===== src/rtl/q2e_pkg.sv =====
package q2e_pkg;

  // Field and datapath widths
  localparam int IN_W    = 16;
  localparam int PROD_W  = 32;
  localparam int SUM_W   = 34;
  localparam int S_W     = 30;
  localparam int RAD_W   = 57;
  localparam int ROOT_W  = 29;
  localparam int CX_W    = 36;
  localparam int ACC_W   = 26;
  localparam int ANG_W   = 16;
  localparam int PITCH_W = 15;

  // Defaults for the top-level parameters
  localparam int DEF_CORDIC_STEPS    = 16;
  localparam int DEF_ANGLE_FRAC_BITS = 7;
  localparam int QUEUE_DEPTH         = 4;

  localparam logic signed [SUM_W-1:0] ONE_Q28   = SUM_W'(64'sd268435456);
  localparam logic signed [ACC_W-1:0] DEG90_Q16 = ACC_W'(64'sd5898240);

  // Item passed from the front pipeline to the CORDIC lanes
  typedef struct packed {
    logic signed [SUM_W-1:0] rn;
    logic signed [SUM_W-1:0] rd;
    logic signed [SUM_W-1:0] yn;
    logic signed [SUM_W-1:0] yd;
    logic signed [S_W-1:0]   s;
    logic [ROOT_W-1:0]       c;
  } q2e_vec_t;

  // atan(2^-i) in degrees, Q16
  function automatic logic signed [ACC_W-1:0] atan_q16(input int idx);
    logic signed [ACC_W-1:0] v;
    case (idx)
      0:  v = 26'sd2949120;
      1:  v = 26'sd1740967;
      2:  v = 26'sd919879;
      3:  v = 26'sd466945;
      4:  v = 26'sd234379;
      5:  v = 26'sd117304;
      6:  v = 26'sd58666;
      7:  v = 26'sd29335;
      8:  v = 26'sd14668;
      9:  v = 26'sd7334;
      10: v = 26'sd3667;
      11: v = 26'sd1833;
      12: v = 26'sd917;
      13: v = 26'sd458;
      14: v = 26'sd229;
      15: v = 26'sd115;
      16: v = 26'sd57;
      17: v = 26'sd29;
      18: v = 26'sd14;
      19: v = 26'sd7;
      20: v = 26'sd4;
      21: v = 26'sd2;
      22: v = 26'sd1;
      default: v = '0;
    endcase
    return v;
  endfunction

endpackage


===== src/rtl/q2e_queue.sv =====
module q2e_queue import q2e_pkg::*; #(
  parameter int DEPTH = QUEUE_DEPTH
) (
  input  logic     clk,
  input  logic     rst,
  input  logic     in_valid,
  output logic     in_ready,
  input  q2e_vec_t in_data,
  output logic     out_valid,
  input  logic     out_ready,
  output q2e_vec_t out_data
);

  localparam int AW = $clog2(DEPTH);

  q2e_vec_t      mem [0:DEPTH-1];
  logic [AW-1:0] wptr, rptr;
  logic [AW:0]   count;
  logic          wr_en, rd_en;

  assign in_ready  = count != (AW+1)'(DEPTH);
  assign out_valid = count != '0;
  assign wr_en     = in_valid && in_ready;
  assign rd_en     = out_valid && out_ready;
  assign out_data  = mem[rptr];

  // Store words
  always_ff @(posedge clk) begin
    if (wr_en) mem[wptr] <= in_data;
  end

  // Pointers and fill count
  always_ff @(posedge clk) begin
    if (rst) begin
      wptr  <= '0;
      rptr  <= '0;
      count <= '0;
    end else begin
      if (wr_en) wptr <= wptr + 1'b1;
      if (rd_en) rptr <= rptr + 1'b1;
      if (wr_en && !rd_en)      count <= count + 1'b1;
      else if (rd_en && !wr_en) count <= count - 1'b1;
    end
  end

  a_count_bound: assert property (@(posedge clk) disable iff (rst)
    count <= (AW+1)'(DEPTH)) else $error("queue count over depth");
  a_ptr_gap: assert property (@(posedge clk) disable iff (rst)
    (count[AW-1:0] == AW'(wptr - rptr))) else $error("queue pointers disagree with count");
  a_reset_empty: assert property (@(posedge clk)
    $past(rst) |-> count == '0) else $error("queue not empty after reset");

endmodule


===== config.mk =====
export PLATFORM = sky130hd
export DESIGN_NAME = q2e_queue
export DESIGN_NICKNAME = d
export VERILOG_FILES = /design/src/rtl/q2e_pkg.sv /design/src/rtl/q2e_queue.sv
export SDC_FILE = /design/constraint.sdc
export NUM_CORES = 1
export LEC_CHECK = 0
export BUFFER_PORTS_ARGS = -buffer_cell sky130_fd_sc_hd__buf_4
export CAP_MARGIN = 5
export CORE_UTILIZATION = 53
export CTS_CLUSTER_DIAMETER = 150
export DETAILED_ROUTE_END_ITERATION = 8
export PLACE_DENSITY = 0.71
export REMOVE_ABC_BUFFERS = 1
export SLEW_MARGIN = 30
export SYNTH_ARGS = -nofsm -noshare
export SYNTH_HDL_FRONTEND = slang
export SYNTH_SLANG_ARGS = --single-unit

===== constraint.sdc =====
create_clock -name clk -period 9.7 [get_ports clk]
set_clock_uncertainty 0.05 [all_clocks]
set_input_delay 1.94 -clock clk [delete_from_list [all_inputs] [get_ports clk]]
set_output_delay 1.94 -clock clk [all_outputs]
set_load 0.01 [all_outputs]

==> results.toml, run 1 <==
[die]
dieArea_mm2 = 0.0549
ios = 396
core_mm2 = 0.0530
fp.dieW_um = 234
die_y_um = 234
floorplan.initialDensity_pct = 54.0
std_cell_rows = 84

[grt]
grt_max_degree = 73
grt_pass1_vias = 13100
gr-total-overflow = 0
grt_pass1_wl_um = 81000
antenna_found_initial = 5
grt_usage_pct = 20.4

[layout]
stdcell_area_mm2 = 0.0348
seq_area_mm2 = 0.0236
layout_common_cells = "edfxtp_1, buf_4, mux4_2"
layout.nets = 1722
fin_cells = 2269
area_growth_pct = 21.5
final_common_cell = "edfxtp_1"
utilization_pct = 65.6
fillerInstances = 3408
drive_gt1_share_pct = 45.7
multi_input_area_mm2 = 0.00467

[pwr]
peakVddDrop_mv = 0.226
cellLeakagePower_uw = 0.0116
p_per_area_mw_per_mm2 = 270
total_power_uw = 9370

[drt]
ant_nets = 0
vias = 12700
first_pass_iters = 5
wl_per_cell_um = 24.6
wirelength_um = 55800
viasPerCell = 5.60
dr.first_iter.drc_count = 685
drc = 0

[clock_tree]
cts.htree.levels = 3
cts_resized = 0
postCtsHoldBufs = 0
clock_latency_ns = 0.60
cts-root-buf = "clkbuf_16"
cts_max_path_buffers = 3
cts_setup_buffers = 0
cts_made_buffers = 78
cts_tree = "yes"
clk_pin_slew_ns = 0.05
clock_sinks = 789

[setup_path]
crit_family = "buffers and inverters"
endpoint_kind = "output port"
r2r_end = "mem[0][69]"
r2r_start = "count[0]"
critPathMaxFanout = 67
crit_end = "out_data[182]"
r2r_setup_slack_ns = 6.15
crit_slowest_cell = "dfxtp_4"
worst-setup-path-type = "reg2out"
cp.required_ns = 7.71
cp.arrival_ns = 3.13
reg2reg_depth = 5
crit_cells = 3
worst_path_most_repeated_cell = "buf_4"
critPathBufInv = 2
max_stage_delay_ns = 0.94
worst_setup_path_start_kind = "flip-flop"
path_cells = "buf_4 -> mux4_2 -> buf_4"

[timing]
setup_viol = 0
slew_viol_final = 0
rsz0062_at_grt = "false"
worstMarginPinSlew_ns = 0.942
max_freq_mhz = 195
slew_headroom_pct = 37.2
hold_violations = 0
fin_crit_sh_pct = 52.8
whs_ns = 0.476
period_needed_ns = 5.12

[synthesis]
synth_seq_area_share_pct = 82.5
yosys.area_share.adder_pct = 0.289
synth-xor-area-share_pct = 0.122
synth_compound_area_share_pct = 0.131
yosys_warnings = 0
synth_cell_types = 22
mappedNetlistArea_mm2 = 0.0286
synth_seq_cells = 789
avgSynthCellArea_um2 = 26.8
synth_top_family_by_area = "multiplexers"
synth.area.mux_share_pct = 15.5
netlist_instances = 1067
synth-simple-area-share_pct = 0.293

[min_path]
hp-class = "reg2reg"
hold_start = "wptr[1]"

[place]
routabilityCongestion = 0.758
dpl.hpwl_um = 32800
dp_cells = 2124
place.port_buffers = 395
dpl-instance-area_mm2 = 0.0323

[run_status]
outcome = "completed"

[flow_run]
timing.max_cap.violations = 0
[layer usage]
layer  vias up  global-route usage, %  wire (um)
met5         -                      0         31
met1      6671                   26.9      22500
met4         4                   7.04       1360
met2       389                   32.6      28000
met3        91                   6.04       3950
li1       5544                      -          -
[power breakdown]
| part | internal (uW) | switching, uW |
|---|---|---|
| Clock | 1650 | 1200 |
| Sequential | 4140 | 107 |
| Combinational | 1170 | 1110 |
[logic make-up (layout without fill, tap and decap cells)]
logic type,count (synthesis),after routing
flops,789,789
mux,198,198
buf+inv,48,559
simple gates,17,17
fa+ha+maj,6,6
compound gates,5,5
xor+xnor,4,4
other cells,0,3
[sequential cells by signal, indices dropped and copies added (netlist names), named ones only]
name / count
mem: 780
wptr: 2
count: 3
rptr: 2
[Yosys cell counts (all sizes together)]
cell | n | area, um2
o311ai | 1 | 8.76
or3 | 2 | 12.5
inv | 3 | 11.3
nand2 | 1 | 3.75
nor2 | 8 | 30.0
o31ai | 1 | 7.51
clkbuf | 6 | 22.5
mux2 | 1 | 11.3
o21ai | 1 | 5.00
edfxtp | 780 | 23400
mux2i | 2 | 20.0
fa | 1 | 20.0
a21boi | 1 | 11.3
a21oi | 1 | 5.00
buf | 39 | 308
mux4 | 195 | 4390
and2 | 4 | 25.0
ha | 5 | 62.6
dfxtp | 9 | 180
nand2b | 2 | 12.5
xor2 | 4 | 35.0
[worst min-delay path by stage]
| stage | end | slack (ns) | cells past startpoint |
|---|---|---|---|
| 5_1_grt | rptr[1] | 0.51 | 2 |
| 4_1_cts | wptr[1] | 0.48 | 2 |
| 3_3_place_gp | wptr[1] | 0.45 | 2 |
| 6_report | wptr[1] | 0.48 | 2 |
| 2_1_floorplan | wptr[1] | 0.43 | 2 |
| 3_5_place_dp | wptr[1] | 0.47 | 2 |
[layout make-up]
cell class / count / share of cell area, %
Antenna cell: 3 / 0.0216
Clock buffer: 103 / 6.13
Clock inverter: 38 / 0.871
Inverter: 3 / 0.0324
Multi-Input combinational cell: 230 / 13.4
Sequential cell: 789 / 67.9
Tap cell: 688 / 2.48
Timing Repair Buffer: 415 / 9.12
[per-stage QoR]
stage | worst slack, ns | setup TNS, ns
after floorplan | -1.10 | -214.06
after global placement | 4.59 | 0
after detailed placement | 4.61 | 0
after CTS | 4.48 | 0
after global routing | 4.43 | 0
final | 4.58 | 0
[worst register-to-register path, cell delays in order (launching register included)]
cell and delay (ns):
dfxtp_1 0.45, nor2_1 0.11, a21boi_2 0.35, and2_4 0.63, buf_4 0.70, buf_4 0.83
Power figures use the tool's default switching activity.
==> run 2: changes to the inputs <==
==> constraint.sdc (replaced) <==
create_clock -name clk -period 4.8 [get_ports clk]
set_clock_uncertainty 0.05 [all_clocks]
set_input_delay 0.96 -clock clk [delete_from_list [all_inputs] [get_ports clk]]
set_output_delay 0.96 -clock clk [all_outputs]
set_load 0.01 [all_outputs]
==> results.toml, run 2 (synthesis results as in run 1) <==
[timing]
rsz0062_at_grt = "false"
whs_ns = 0.477
setup_viol = 0
fin_crit_sh_pct = 75.2
worstMarginPinSlew_ns = 0.782
hold_violations = 0
period_needed_ns = 3.61
slew_headroom_pct = 47.9
slew_viol_final = 0
max_freq_mhz = 277
finalWorstSetupSlack_ns = 1.19

[pwr]
peakVddDrop_mv = 0.407
cellLeakagePower_uw = 0.0116
p_sw_share_pct = 25.7
p_int_uw = 14200
power_frac_seq_pct = 45.0
clkPwrFrac_pct = 30.8
p_per_area_mw_per_mm2 = 547
switching_power_uw = 4910
power_frac_comb_pct = 24.2

[drt]
wl_per_cell_um = 24.5
dr.first_iter.drc_count = 789
vias = 12700
ant_nets = 0
first_pass_iters = 4
drc = 0
wirelength_um = 55500
viasPerCell = 5.60

[setup_path]
cp.required_ns = 3.79
cp.arrival_ns = 2.60
critPathMaxFanout = 52
r2r_start = "count[0]"
worst-setup-path-type = "reg2out"
worst_setup_path_start_kind = "flip-flop"
endpoint_kind = "output port"
r2r_setup_slack_ns = 2.23

[die]
std_cell_rows = 84
dieArea_mm2 = 0.0549
die_y_um = 234
fp.dieW_um = 234
floorplan.initialDensity_pct = 54.0
ios = 396
core_mm2 = 0.0530

[layout]
top_register = "mem"
stdcell_area_mm2 = 0.0349
area_growth_pct = 22.0
reg_top3 = "mem x780, count x3"
layout.nets = 1723
layout_common_cells = "edfxtp_1, buf_4, mux4_2"
largest_reg_flops = 780
final_common_cell = "edfxtp_1"
drive_gt1_share_pct = 46.2

[clock_tree]
postCtsHoldBufs = 0
cts-root-buf = "clkbuf_16"
clk_pin_slew_ns = 0.05
clock_sinks = 789
cts.htree.levels = 3
cts_made_buffers = 79
cts_max_path_buffers = 3
cts_tree = "yes"
clock_latency_ns = 0.61
cts_resized = 0
cts_setup_buffers = 0

[place]
dpl-instance-area_mm2 = 0.0324
dpl.hpwl_um = 33100
dp_slack_ns = 1.69
routabilityCongestion = 0.741
place.port_buffers = 395

[grt]
grt_max_degree = 95
grt_pass1_vias = 13200
grt_usage_pct = 20.3
gr-total-overflow = 0
antenna_found_initial = 5
grt_pass1_wl_um = 81200

[min_path]
hold_start = "rptr[0]"
hp-class = "reg2reg"

[flow_run]
timing.max_cap.violations = 0

[run_status]
outcome = "completed"
run 2: area by class of cell:
type	instances	area (um2)
Antenna cell	1	2.50
Clock buffer	90	2040
Clock inverter	51	439
Fill cell	3407	18100
Inverter	3	11.3
Multi-Input combinational cell	230	4670
Sequential cell	789	23600
Tap cell	688	861
Timing Repair Buffer	415	3280
run 2: worst paths after layout:
path / cells past startpoint / to
min: 2 / flip-flop
min reg2reg: 2 / flip-flop
max reg2reg: 4 / mem[3][12]
max: 3 / out_data[49]
run 2: stage by stage:
stage / util, % / std cells / power (uW) / TNS [ns]
final: 65.9 / 2267 / 19100 / 0
after global routing: 65.9 / 2267 / 19900 / 0
after CTS: 65.9 / 2266 / 19400 / 0
after detailed placement: 61.2 / 2125 / 13500 / 0
after global placement: 61.2 / 2125 / 13400 / 0
after floorplan: - / 1022 / 11300 / -2180.34
run 2: worst max-delay path, cell delays in order (launching register included):
cell and delay, ns:
dfxtp_4 0.73, buf_12 0.42, mux4_2 0.60, buf_4 0.17
run 2: power groups by stage:
stage	sequential, uW	clock [uW]	combinational [uW]
after floorplan	9060	0	2270
after global placement	8710	0	4710
after detailed placement	8760	0	4710
after CTS	8620	6010	4740
after global routing	8670	6260	4940
final	8600	5880	4620
run 2: metal layers:
| metal | GRT usage (%) | wire, um | vias to the layer above |
|---|---|---|---|
| met5 | 0 | 52 | - |
| met2 | 32.8 | 28100 | 382 |
| met1 | 26.7 | 21800 | 6681 |
| met3 | 6.43 | 4340 | 89 |
| li1 | - | - | 5540 |
| met4 | 5.81 | 1170 | 8 |
